File: src/rtl/core/soft_text_stream_compare_defines.svh
// assertion macros for the stream compare block
// the enclosing module provides clk and arst_n
`ifndef SOFT_TEXT_STREAM_COMPARE_DEFINES_SVH
`define SOFT_TEXT_STREAM_COMPARE_DEFINES_SVH

`ifndef SYNTHESIS
`define STC_ASSERT(name, cond) \
	name: assert property (@(posedge clk) disable iff (!arst_n) (cond)) \
		else $error("stc assertion failed");
`define STC_ASSERT_NEXT(name, ante, cons) \
	name: assert property (@(posedge clk) disable iff (!arst_n) (ante) |=> (cons)) \
		else $error("stc assertion failed");
`else
`define STC_ASSERT(name, cond)
`define STC_ASSERT_NEXT(name, ante, cons)
`endif

`endif

File: src/rtl/core/stc_pkg.sv
`default_nettype none

package stc_pkg;

	// default token queue depth
	localparam int QUEUE_DEPTH_DEF = 16;

	// command queue between front and back
	localparam int CMD_FIFO_DEPTH = 4;
	localparam int CMD_PTR_W = $clog2(CMD_FIFO_DEPTH);
	localparam int CMD_CNT_W = $clog2(CMD_FIFO_DEPTH + 1);

	// token encoding: bytes 0..255, end of line 256
	localparam int TOK_W = 9;
	localparam logic [TOK_W-1:0] TOK_EOL = 9'h100;

	localparam logic [7:0] BYTE_SP = 8'h20;
	localparam logic [7:0] BYTE_TAB = 8'h09;
	localparam logic [7:0] BYTE_CR = 8'h0d;
	localparam logic [7:0] BYTE_LF = 8'h0a;

	typedef enum logic [1:0] {
		OP_DATA = 2'd0,
		OP_END = 2'd1,
		OP_START = 2'd2
	} op_t;

	typedef enum logic [1:0] {
		VERDICT_DIFF = 2'd0,
		VERDICT_EQUIV = 2'd1,
		VERDICT_OVERFLOW = 2'd2
	} verdict_t;

	typedef enum logic [1:0] {
		REG_IGNORE_EOL = 2'd0,
		REG_IGNORE_SP = 2'd1,
		REG_TAB_AS_SP = 2'd2
	} reg_idx_t;

	// one step of work for the back end
	typedef struct packed {
		logic start;
		logic side;
		logic has_tok;
		logic [TOK_W-1:0] tok;
		logic fin;
		logic last;
	} cmd_t;

	typedef struct packed {
		logic ignore_eol;
		logic ignore_sp;
		logic tab_as_sp;
	} cfg_t;

	// back end status toward the top level
	typedef struct packed {
		logic verdict_given;
		logic start_fire;
	} back_stat_t;

endpackage

`default_nettype wire

File: src/rtl/core/soft_text_stream_compare.sv
// channel   direction  handshake              word
// cfg       in         psel/penable/pwrite    paddr, pwdata (prdata on read)
// in        in         in_valid/in_ready      op, side, data_byte
// out       out        out_valid/out_ready    verdict
//
// one input word per cycle while the queue has room; a data byte that releases
// a held cr and makes a token of its own issues two commands, and the next word
// waits until the second is pushed. the back takes one command per cycle while
// no verdict waits; a verdict is registered after its command leaves the queue.
// asynchronous active-low reset clears all control state; no clearing pass.
// a waiting verdict stalls the back; the front stalls once the queue is full.
`default_nettype none

`include "soft_text_stream_compare_defines.svh"

module soft_text_stream_compare
	import stc_pkg::*;
#(
	parameter int QUEUE_DEPTH = QUEUE_DEPTH_DEF
) (
	input wire logic clk,
	input wire logic arst_n,
	input wire logic psel,
	input wire logic penable,
	input wire logic pwrite,
	input wire logic [3:0] paddr,
	input wire logic [31:0] pwdata,
	output logic [31:0] prdata,
	output logic pready,
	input wire logic in_valid,
	output logic in_ready,
	input wire logic [1:0] op,
	input wire logic side,
	input wire logic [7:0] data_byte,
	output logic out_valid,
	input wire logic out_ready,
	output logic [1:0] verdict
);

	cfg_t cfg_q;
	logic cfg_wr;
	logic fifo_full;
	logic fifo_push;
	cmd_t fifo_in;
	logic fifo_valid;
	cmd_t fifo_out;
	logic fifo_pop;
	back_stat_t bstat;

	// register port
	assign pready = 1'b1;
	assign cfg_wr = psel && penable && pwrite;

	always_ff @(posedge clk or negedge arst_n) begin
		if (!arst_n) begin
			cfg_q <= '0;
		end else if (cfg_wr) begin
			case (reg_idx_t'(paddr[3:2]))
				REG_IGNORE_EOL: cfg_q.ignore_eol <= pwdata[0];
				REG_IGNORE_SP: cfg_q.ignore_sp <= pwdata[0];
				REG_TAB_AS_SP: cfg_q.tab_as_sp <= pwdata[0];
				default: cfg_q <= cfg_q;
			endcase
		end
	end

	always_comb begin
		case (reg_idx_t'(paddr[3:2]))
			REG_IGNORE_EOL: prdata = {31'd0, cfg_q.ignore_eol};
			REG_IGNORE_SP: prdata = {31'd0, cfg_q.ignore_sp};
			REG_TAB_AS_SP: prdata = {31'd0, cfg_q.tab_as_sp};
			default: prdata = '0;
		endcase
	end

	stc_front u_front (
		.clk(clk),
		.arst_n(arst_n),
		.cfg(cfg_q),
		.in_valid(in_valid),
		.in_ready(in_ready),
		.op(op),
		.side(side),
		.data_byte(data_byte),
		.fifo_full(fifo_full),
		.push(fifo_push),
		.push_cmd(fifo_in)
	);

	stc_cmd_fifo u_fifo (
		.clk(clk),
		.arst_n(arst_n),
		.push(fifo_push),
		.push_cmd(fifo_in),
		.full(fifo_full),
		.valid(fifo_valid),
		.cmd(fifo_out),
		.pop(fifo_pop)
	);

	stc_back #(
		.QUEUE_DEPTH(QUEUE_DEPTH)
	) u_back (
		.clk(clk),
		.arst_n(arst_n),
		.cmd_valid(fifo_valid),
		.cmd(fifo_out),
		.cmd_pop(fifo_pop),
		.out_valid(out_valid),
		.out_ready(out_ready),
		.verdict(verdict),
		.stat(bstat)
	);

	// checks
	`STC_ASSERT(a_out_needs_verdict, !out_valid || bstat.verdict_given)
	`STC_ASSERT(a_verdict_code, !out_valid || verdict != 2'd3)
	`STC_ASSERT(a_fifo_room, !(fifo_push && fifo_full && !fifo_pop))
	`STC_ASSERT_NEXT(a_given_sticky, bstat.verdict_given && !bstat.start_fire, bstat.verdict_given)

endmodule

`default_nettype wire

File: src/rtl/core/stc_front.sv
`default_nettype none

module stc_front
	import stc_pkg::*;
(
	input wire logic clk,
	input wire logic arst_n,
	input wire cfg_t cfg,
	input wire logic in_valid,
	output logic in_ready,
	input wire logic [1:0] op,
	input wire logic side,
	input wire logic [7:0] data_byte,
	input wire logic fifo_full,
	output logic push,
	output cmd_t push_cmd
);

	logic [1:0] pend_q;
	logic [1:0] ended_q;
	logic extra_valid_q;
	cmd_t extra_q;

	logic accept;
	logic pend;
	logic merge;
	logic drop;
	logic hold;
	logic byte_tok;
	logic [TOK_W-1:0] tok_b;
	cmd_t cmd_a;
	cmd_t cmd_b;
	logic has_a;
	logic has_b;

	assign in_ready = !extra_valid_q && !fifo_full;
	assign accept = in_valid && in_ready;

	// byte classification
	assign pend = pend_q[side];
	assign merge = pend && cfg.ignore_eol && (data_byte == BYTE_LF);
	assign drop = cfg.ignore_sp &&
		((data_byte == BYTE_SP) || (cfg.tab_as_sp && (data_byte == BYTE_TAB)));
	assign hold = cfg.ignore_eol && (data_byte == BYTE_CR);
	assign byte_tok = !merge && !drop && !hold;
	assign tok_b = (cfg.ignore_eol && (data_byte == BYTE_LF)) ? TOK_EOL : {1'b0, data_byte};

	// commands for the accepted word
	always_comb begin
		cmd_a = '0;
		cmd_b = '0;
		has_a = 1'b0;
		has_b = 1'b0;
		cmd_a.side = side;
		cmd_b.side = side;
		case (op_t'(op))
			OP_START: begin
				cmd_a.start = 1'b1;
				cmd_a.last = 1'b1;
				has_a = 1'b1;
			end
			OP_DATA: begin
				if (!ended_q[side]) begin
					if (pend) begin
						cmd_a.has_tok = 1'b1;
						cmd_a.tok = TOK_EOL;
						cmd_a.last = !byte_tok;
						has_a = 1'b1;
						cmd_b.has_tok = 1'b1;
						cmd_b.tok = tok_b;
						cmd_b.last = 1'b1;
						has_b = byte_tok;
					end else begin
						cmd_a.has_tok = 1'b1;
						cmd_a.tok = tok_b;
						cmd_a.last = 1'b1;
						has_a = byte_tok;
					end
				end
			end
			OP_END: begin
				if (!ended_q[side]) begin
					cmd_a.has_tok = pend;
					cmd_a.tok = TOK_EOL;
					cmd_a.fin = 1'b1;
					cmd_a.last = 1'b1;
					has_a = 1'b1;
				end
			end
			default: begin
				has_a = 1'b0;
			end
		endcase
	end

	// push source: held second command first
	always_comb begin
		if (extra_valid_q) begin
			push = !fifo_full;
			push_cmd = extra_q;
		end else begin
			push = accept && has_a;
			push_cmd = cmd_a;
		end
	end

	// pending cr and ended flags per side
	always_ff @(posedge clk or negedge arst_n) begin
		if (!arst_n) begin
			pend_q <= '0;
			ended_q <= '0;
			extra_valid_q <= 1'b0;
		end else begin
			if (extra_valid_q && !fifo_full) begin
				extra_valid_q <= 1'b0;
			end
			if (accept) begin
				case (op_t'(op))
					OP_START: begin
						pend_q <= '0;
						ended_q <= '0;
					end
					OP_DATA: begin
						if (!ended_q[side]) begin
							pend_q[side] <= hold;
							extra_valid_q <= has_b;
						end
					end
					OP_END: begin
						if (!ended_q[side]) begin
							pend_q[side] <= 1'b0;
							ended_q[side] <= 1'b1;
						end
					end
					default: begin
						pend_q <= pend_q;
					end
				endcase
			end
		end
	end

	// second command payload
	always_ff @(posedge clk) begin
		if (accept) begin
			extra_q <= cmd_b;
		end
	end

endmodule

`default_nettype wire

File: src/rtl/core/stc_cmd_fifo.sv
`default_nettype none

module stc_cmd_fifo
	import stc_pkg::*;
(
	input wire logic clk,
	input wire logic arst_n,
	input wire logic push,
	input wire cmd_t push_cmd,
	output logic full,
	output logic valid,
	output cmd_t cmd,
	input wire logic pop
);

	cmd_t buf_q [CMD_FIFO_DEPTH];
	logic [CMD_PTR_W-1:0] wr_q;
	logic [CMD_PTR_W-1:0] rd_q;
	logic [CMD_CNT_W-1:0] cnt_q;
	logic do_push;
	logic do_pop;

	assign full = (cnt_q == CMD_CNT_W'(CMD_FIFO_DEPTH));
	assign valid = (cnt_q != '0);
	assign cmd = buf_q[rd_q];
	assign do_push = push && !full;
	assign do_pop = pop && valid;

	// pointers and fill count
	always_ff @(posedge clk or negedge arst_n) begin
		if (!arst_n) begin
			wr_q <= '0;
			rd_q <= '0;
			cnt_q <= '0;
		end else begin
			if (do_push) begin
				wr_q <= wr_q + 1'b1;
			end
			if (do_pop) begin
				rd_q <= rd_q + 1'b1;
			end
			if (do_push && !do_pop) begin
				cnt_q <= cnt_q + 1'b1;
			end else if (do_pop && !do_push) begin
				cnt_q <= cnt_q - 1'b1;
			end
		end
	end

	// entry storage
	always_ff @(posedge clk) begin
		if (do_push) begin
			buf_q[wr_q] <= push_cmd;
		end
	end

endmodule

`default_nettype wire

File: src/rtl/core/stc_back.sv
`default_nettype none

module stc_back
	import stc_pkg::*;
#(
	parameter int QUEUE_DEPTH = QUEUE_DEPTH_DEF
) (
	input wire logic clk,
	input wire logic arst_n,
	input wire logic cmd_valid,
	input wire cmd_t cmd,
	output logic cmd_pop,
	output logic out_valid,
	input wire logic out_ready,
	output logic [1:0] verdict,
	output back_stat_t stat
);

	localparam int AW = (QUEUE_DEPTH > 1) ? $clog2(QUEUE_DEPTH) : 1;
	localparam int CW = $clog2(QUEUE_DEPTH + 1);

	// one token queue serves whichever side is ahead; the other side is then empty
	logic [TOK_W-1:0] mem [QUEUE_DEPTH];
	logic [CW-1:0] cnt_q;
	logic own_q;
	logic [AW-1:0] rd_q;
	logic [AW-1:0] wr_q;
	logic [TOK_W-1:0] head_q;
	logic [1:0] ended_q;
	logic given_q;
	logic out_valid_q;
	logic [1:0] verdict_q;

	logic fire;
	logic act;
	logic is_start;
	logic other_has;
	logic qfull;
	logic do_pop;
	logic do_push;
	logic mismatch;
	logic overflow;
	logic [CW-1:0] cnt_n;
	logic own_n;
	logic [1:0] ended_n;
	logic nz0;
	logic nz1;
	logic done0;
	logic done1;
	logic eq;
	logic diff2;
	logic emit;
	verdict_t code;
	logic [AW-1:0] rd_n;
	logic [AW-1:0] rd_inc;
	logic [AW-1:0] wr_inc;

	assign rd_inc = (rd_q == AW'(QUEUE_DEPTH - 1)) ? '0 : rd_q + 1'b1;
	assign wr_inc = (wr_q == AW'(QUEUE_DEPTH - 1)) ? '0 : wr_q + 1'b1;

	// command issue, held while a verdict waits
	assign fire = cmd_valid && (!out_valid_q || out_ready);
	assign cmd_pop = fire;
	assign is_start = fire && cmd.start;
	assign act = fire && !cmd.start && !given_q;

	// token against the other side's head, or into own queue
	assign other_has = (cnt_q != '0) && (own_q != cmd.side);
	assign qfull = (cnt_q == CW'(QUEUE_DEPTH));
	assign do_pop = act && cmd.has_tok && other_has;
	assign do_push = act && cmd.has_tok && !other_has && !qfull;
	assign mismatch = do_pop && (head_q != cmd.tok);
	assign overflow = act && cmd.has_tok && !other_has && qfull;

	always_comb begin
		if (do_pop) begin
			cnt_n = cnt_q - 1'b1;
		end else if (do_push) begin
			cnt_n = cnt_q + 1'b1;
		end else begin
			cnt_n = cnt_q;
		end
	end
	assign own_n = do_push ? cmd.side : own_q;

	// end-of-comparison check on the state after this command
	always_comb begin
		ended_n = ended_q;
		if (act && cmd.fin) begin
			ended_n[cmd.side] = 1'b1;
		end
	end
	assign nz0 = (cnt_n != '0) && !own_n;
	assign nz1 = (cnt_n != '0) && own_n;
	assign done0 = ended_n[0] && !nz0;
	assign done1 = ended_n[1] && !nz1;
	assign eq = done0 && done1;
	assign diff2 = (done0 && nz1) || (done1 && nz0);
	assign emit = act && (mismatch || overflow || (cmd.last && (eq || diff2)));

	always_comb begin
		if (mismatch) begin
			code = VERDICT_DIFF;
		end else if (overflow) begin
			code = VERDICT_OVERFLOW;
		end else if (eq) begin
			code = VERDICT_EQUIV;
		end else begin
			code = VERDICT_DIFF;
		end
	end

	always_comb begin
		if (is_start) begin
			rd_n = '0;
		end else if (do_pop) begin
			rd_n = rd_inc;
		end else begin
			rd_n = rd_q;
		end
	end

	// control state
	always_ff @(posedge clk or negedge arst_n) begin
		if (!arst_n) begin
			cnt_q <= '0;
			own_q <= 1'b0;
			rd_q <= '0;
			wr_q <= '0;
			ended_q <= '0;
			given_q <= 1'b0;
			out_valid_q <= 1'b0;
		end else begin
			rd_q <= rd_n;
			if (is_start) begin
				cnt_q <= '0;
				own_q <= 1'b0;
				wr_q <= '0;
				ended_q <= '0;
				given_q <= 1'b0;
			end else begin
				cnt_q <= cnt_n;
				own_q <= own_n;
				ended_q <= ended_n;
				if (do_push) begin
					wr_q <= wr_inc;
				end
				if (emit) begin
					given_q <= 1'b1;
				end
			end
			if (emit) begin
				out_valid_q <= 1'b1;
			end else if (out_ready) begin
				out_valid_q <= 1'b0;
			end
		end
	end

	// token memory with registered head read and write bypass
	always_ff @(posedge clk) begin
		if (do_push) begin
			mem[wr_q] <= cmd.tok;
		end
		if (do_push && (wr_q == rd_n)) begin
			head_q <= cmd.tok;
		end else begin
			head_q <= mem[rd_n];
		end
	end

	// result word register
	always_ff @(posedge clk) begin
		if (emit) begin
			verdict_q <= code;
		end
	end

	assign out_valid = out_valid_q;
	assign verdict = verdict_q;
	assign stat.verdict_given = given_q;
	assign stat.start_fire = is_start;

endmodule

`default_nettype wire
File: config.mk
export PLATFORM = sky130hd
export DESIGN_NAME = soft_text_stream_compare
export DESIGN_NICKNAME = d
export VERILOG_FILES = /design/src/rtl/core/stc_pkg.sv /design/src/rtl/core/soft_text_stream_compare.sv /design/src/rtl/core/stc_front.sv /design/src/rtl/core/stc_cmd_fifo.sv /design/src/rtl/core/stc_back.sv
export VERILOG_INCLUDE_DIRS = /design/src /design/src/rtl/core
export SDC_FILE = /design/constraint.sdc
export NUM_CORES = 1
export LEC_CHECK = 0
export ABC_AREA = 1
export BUFFER_PORTS_ARGS = -buffer_cell sky130_fd_sc_hd__buf_2
export CAP_MARGIN = 10
export CORE_MARGIN = 2
export CORE_UTILIZATION = 57
export DETAILED_ROUTE_END_ITERATION = 7
export HOLD_SLACK_MARGIN = 0.03
export PLACE_DENSITY = 0.78
export SLEW_MARGIN = 20
export SYNTH_ARGS = -nofsm -noshare
export SYNTH_HDL_FRONTEND = slang
export SYNTH_SLANG_ARGS = --single-unit
export TNS_END_PERCENT = 100
File: constraint.sdc
create_clock -name clk -period 3.4 [get_ports clk]
set_input_delay 0.68 -clock clk [delete_from_list [all_inputs] [get_ports clk]]
set_output_delay 0.68 -clock clk [all_outputs]
set_load 0.03 [all_outputs]
# Word-level counts from Yosys, hierarchy flattened
# Memory sizes are Yosys's and may differ from the RTL's. A register that Yosys moved wholly into a read port is not among the register bits.
# Cells that the tools add are included.
[totals] ff_bits=47 ramBits=200 inputBits=54 output_inout_bits=37 word_cells=203 n_memories=2
[mem_list] name="u_back.mem" words=16 width=9 rd=1 rd_ports_with_merged_regs=1 write_ports=1 line="stc_back.sv:23" source="logic [TOK_W-1:0] mem [QUEUE_DEPTH];"
[mem_list] name="u_fifo.buf_q" words=4 width=14 rd=1 rd_ports_with_merged_regs=0 write_ports=1 line="stc_cmd_fifo.sv:16" source="cmd_t buf_q [CMD_FIFO_DEPTH];"
[op_classes] addsub=8 n_lt_le_gt_ge=4 n_eq_ne=16 mux=63 n_bitwise=6 n_reduce_logical=82
[ops] op="logical AND 1 bit" n=41
[ops] op="two-way mux 1 bit" n=31
[ops] op="== test 8 x 4 -> 1 bit, second input constant" n=3
[ops] op="two-way mux 4 bit" n=6
[ops] op="two-way mux 10 bit" n=2
[ops] op="one-hot mux 10 bit (2 select lines)" n=1
[ops] op="two-way mux 9 bit" n=2
[ops] op="logical NOT 1 bit" n=16
[ops] op="two-way mux 5 bit" n=3
[ops] op="two-way mux 14 bit" n=1
[ops] op="two-way mux 12 bit" n=1
[ops] op="two-way mux 2 bit" n=6
[ops] op="nonzero test 2 bit" n=5
[ops] op="nonzero test 5 bit" n=2
[ops] op="inequality test 9 bit" n=1
[ops] op="one-hot mux 1 bit (3 select lines)" n=3
[ops] op="adder 4 x 1 -> 4 bit, second input constant" n=2
[ops] op="== test 4 bit, second input constant" n=2
[ops] op="== test 8 x 6 -> 1 bit, second input constant" n=1
[ops] op="logical OR 1 bit" n=6
[ops] op="two-way mux 3 bit" n=2
[ops] op="one-hot mux 2 bit (3 select lines)" n=1
[ops] op="AND reduction 2 bit" n=3
[ops] op="nonzero test 3 bit" n=2
[ops] op="other kinds (25)" n=36

# Longest topological paths before layout
[depth] word_depth=22 ltp_mapped=19 ltp_nobuf=18

# By module
# A second synthesis with hierarchy kept.
[hier_totals] cells_unflattened=1214 area_unflattened_um2=12066.6
[modules_own_cells] module="stc_back" instances=1 cells_each=773 area_per_inst_um2=7644.8 seq_area_each_um2=4914.7
[modules_own_cells] module="stc_cmd_fifo" instances=1 cells_each=224 area_per_inst_um2=2778.9 seq_area_each_um2=1856.8
[modules_own_cells] module="stc_front" instances=1 cells_each=156 area_per_inst_um2=1217.4 seq_area_each_um2=455.4
[modules_own_cells] module="soft_text_stream_compare" instances=1 cells_each=61 area_per_inst_um2=425.4 seq_area_each_um2=75.1

# Least setup slack after synthesis
# OpenSTA, ideal clock, no wires.
[synth_timing] kind="flip-flop to flip-flop" startpoint="reg u_front.extra_valid_q" endpoint="reg u_fifo.cnt_q[2]" setup_time_ns=0.131 t_arrival_ns=2.669 required_ns=3.269 path_slack_ns=0.600 path_stages_with_launch=15 path_buffers=1 synth_period_minus_slack_ns=2.800 cell_sequence="dfrtp_1 clkbuf_1 nor2_1 nand2_1 nor2_1 nor2_1 nand2_1 nand2_1 inv_1 ha_1 inv_1 fa_1 a21oi_1 o21ai_0 xor2_1"
[synth_between] elab_chain_cells=9 elab_cells_between_ends=11 cone_classes="2 x mux; 9 x reduce/logical"
[synth_lines] item="start: declaration" line="stc_front.sv:21" source="logic extra_valid_q;"
[synth_lines] item="start signal: assignment" line="stc_front.sv:126" source="extra_valid_q <= has_b;"
[synth_lines] item="logical NOT 1 bit (*)" line="stc_front.sv:36" source="assign in_ready = !extra_valid_q && !fifo_full;"
[synth_lines] item="logical AND 1 bit (*)" line="stc_front.sv:36"
[synth_lines] item="named net in_ready" line="soft_text_stream_compare.sv:31" source="output logic in_ready,"
[synth_lines] item="logical AND 1 bit (*)" line="stc_front.sv:37" source="assign accept = in_valid && in_ready;"
[synth_lines] item="logical AND 1 bit (*)" line="stc_front.sv:102" source="push = accept && has_a;"
[synth_lines] item="two-way mux 1 bit (*)" line="stc_front.sv:98" source="if (extra_valid_q) begin"
[synth_lines] item="logical AND 1 bit (*)" line="stc_cmd_fifo.sv:26" source="assign do_push = push && !full;"
[synth_lines] item="named net u_fifo.do_push" line="stc_cmd_fifo.sv:20" source="logic do_push;"
[synth_lines] item="logical NOT 1 bit" line="stc_cmd_fifo.sv:44" source="end else if (do_pop && !do_push) begin"
[synth_lines] item="logical AND 1 bit" line="stc_cmd_fifo.sv:44"
[synth_lines] item="nonzero test 2 bit (no source line)"
[synth_lines] item="end signal: assignment" line="stc_cmd_fifo.sv:43" source="cnt_q <= cnt_q + 1'b1;"
[synth_lines] item="end signal: assignment" line="stc_cmd_fifo.sv:45" source="cnt_q <= cnt_q - 1'b1;"
[synth_lines] item="end: declaration" line="stc_cmd_fifo.sv:19" source="logic [CMD_CNT_W-1:0] cnt_q;"
# The timed path passes the listed nets; every way through them passes the cells marked *.
# A chain may end at the register's enable or synchronous reset.

==> results.json <==
{
  "outcome": "complete, no violations",
  "yosys_warnings": 0,
  "combPwrFrac": 0.342,
  "wire_per_inst_um": 15.7,
  "insertion_delay_ns": 0.53,
  "post_cts_buffers": 0,
  "fp.dieH_um": 145,
  "area_growth_pct": 11.6,
  "power.density_nw_per_um2": 847,
  "pin_count": 91,
  "die_w_um": 145,
  "p_int_mw": 6.91,
  "finalCritPeriodShare": 0.816,
  "start_util": 0.584,
  "num_vias": 7659,
  "syn-instance-count": 1106,
  "switching_share": 0.359,
  "ctsHoldBuffers": 0,
  "diodes": 0,
  "syn_area_per_cell_um2": 10.3,
  "place_area_um2": 11900,
  "worstMarginPinSlew_ns": 0.785,
  "cp_max_fo": 63,
  "cts_resized": 0,
  "drcViolationCount": 0,
  "core_um2": 19500,
  "portBuffers": 25,
  "p_seq_frac": 0.396,
  "synth_top_cell_area_share": 0.561,
  "wl_mm": 22.7,
  "grt_pass1_vias": 7304,
  "post-synth-top-area-cell": "edfxtp_1",
  "power_mw": 10.8,
  "path_clk_slew_ns": 0.06,
  "cts_buffer_depth": 3,
  "finalSetupViolations": 0,
  "dr.pass1.iters": 5,
  "antenna_found_initial": 0,
  "finalInstanceArea_um2": 12700,
  "num-nets-final": 1230,
  "dieArea_um2": 21100,
  "synthTopCellsByArea": "edfxtp_1 (56%), nand2_1 (7.9%), dfrtp_1 (7.2%), nor2_1 (5.2%), nand3_1 (4.4%)",
  "power.leakage_nw": 5.22,
  "skew_ns": 0.0158,
  "layout_min_cycle_time_ns": 2.77,
  "holdCritPathClass": "input pin to async pin",
  "fin_tns_setup_ns": 0,
  "critical_path_class": "register to register",
  "p_switching_mw": 3.86,
  "place_hpwl_mm": 14.7,
  "drv_slew": 0,
  "rsz0062_at_grt": "no",
  "max_cap_violations": 0,
  "ys_ff_latch": 250,
  "synthDistinctLibCells": 47,
  "max-slew-margin-rel": 0.477,
  "clockRootBuffer": "clkbuf_16",
  "critPathCaptureType": "register",
  "final_common_cell": "nand2_1",
  "fmax_mhz": 361,
  "drive_gt1_frac": 0.119,
  "cts_buffers": 26,
  "netlist_area_um2": 11400,
  "viasPerCell": 5.29,
  "grtUsageTotal": 0.212,
  "grt_start_max_net_pins": 64,
  "synth_edf_count": 213,
  "overflow": 0,
  "globalplace.congestion": 0.886,
  "ys_seq_area_frac": 0.641,
  "worstPathArrival_ns": 3.06,
  "numClockSinks": 250,
  "cts_tree": "done",
  "synth_ff_type": "edfxtp_1",
  "grt_pass1_wl_mm": 36.3,
  "async_reset_ff_frac": 0.132,
  "peakVddDrop_mv": 0.464,
  "rows": 51,
  "report.final.hold_viol_count": 0,
  "clockPowerShare": 0.262,
  "htree_levels": 1,
  "critical_path_required_ns": 3.69,
  "mostFrequentLayoutCells": "nand2_1 (239), edfxtp_1 (213), nor2_1 (158)",
  "critPathLaunchType": "register",
  "drtIter0Drc": 533,
  "ant_nets": 0
}
==> per-layer routing <==
layer,global-route usage,part of all wire,vias to the layer above
met5,0,0,-
met4,0.0760,0.033,0
met3,0.0370,0.062,61
met2,0.367,0.50,238
met1,0.272,0.41,3599
li1,-,-,3761
==> kinds of logic after synthesis <==
group,Yosys count,share of synthesized area
fa+ha+maj,14,0.0160
simple gates,541,0.205
compound gates,121,0.0583
xor+xnor,5,0.00384
flops,250,0.641
mux,1,0.000988
other cells,2,0.000659
buf+inv,172,0.0740
==> synth_stat cells (3+ instances only) <==
cell	n
a21oi_1	16
dfrtp_1	33
inv_1	93
xor2_1	4
nand4_1	3
inv_2	5
o211ai_1	8
ha_1	13
buf_4	39
nand2_1	239
a32oi_1	3
buf_6	3
clkbuf_1	10
o22ai_1	6
buf_2	17
nand3_2	5
dfxtp_1	4
or2_2	3
nor3_1	7
nand3b_1	5
o21ai_0	79
edfxtp_1	213
nand3_1	101
nand2_2	11
nor2_1	158
==> layout make-up <==
type	count	area, um2
Multi-Input combinational cell	714	3360
Sequential cell	250	7300
Clock inverter	13	140
Tap cell	265	332
Fill cell	1537	6810
Inverter	102	390
Clock buffer	35	716
Timing Repair Buffer	68	473
==> final timing paths <==
check | from | endpoint | slack [ns] | cells past startpoint
min in group clk | side | u_front.extra_q[12]$_DFFE_PP_ | 0.44 | 1
worst max-delay path | register | u_back.verdict[1]$_SDFFCE_PP0P_ | 0.63 | 14
max in group asynchronous | arst_n | cfg_q[1]$_DFFE_PN0P_ | 2.66 | 1
worst min-delay path | arst_n | u_back.cnt_q[2]$_DFF_PN0_ | 0.23 | 1
worst min register to register | u_back.ended_q[1]$_DFF_PN0_ | u_back.ended_q[1]$_DFF_PN0_ | 0.48 | 2
worst max register to register | register | u_back.verdict[1]$_SDFFCE_PP0P_ | 0.63 | 14
==> state kept, by name, summed over array words and instances, names as in the netlist, 3 cells and up, named ones only <==
name and cells:
u_back.cnt_q 5, u_back.rd_q 4, u_back.mem 144, u_back.wr_q 4, u_fifo.buf_q 56, cfg_q 3
u_fifo.cnt_q 3, u_front.extra_q 11
==> power groups by stage <==
stage | clock network [mW] | registers, mW | logic [mW]
2_1_floorplan | 0 | 4.30 | 2.63
3_3_place_gp | 0 | 4.31 | 3.52
3_5_place_dp | 0 | 4.32 | 3.64
4_1_cts | 2.86 | 4.27 | 3.68
5_1_grt | 2.97 | 4.30 | 4.12
6_report | 2.82 | 4.26 | 3.69
==> stage by stage <==
step / instances / utilization / hold slack (ns) / setup slack (ns)
2_1_floorplan: 1136 / - / 0.384 / 0.600
3_3_place_gp: 1399 / 0.607 / 0.462 / 0.395
3_5_place_dp: 1399 / 0.607 / 0.478 / 0.371
4_1_cts: 1447 / 0.651 / 0.244 / 0.664
5_1_grt: 1447 / 0.651 / 0.289 / 0.327
6_report: 1447 / 0.651 / 0.226 / 0.627
==> critical path: stages, from the launching register on <==
cell	delay, ns
dfxtp_2	0.65
inv_2	0.09
buf_12	0.21
o21ai_0	0.30
nand3_1	0.17
nand3_1	0.15
nand3b_1	0.10
nand2_1	0.08
nand2_1	0.05
nor2_1	0.12
nand2_1	0.13
a21oi_1	0.21
nand2_1	0.09
nand2_2	0.09
inv_1	0.06
No activity file was read; power rests on OpenSTA's default activity.
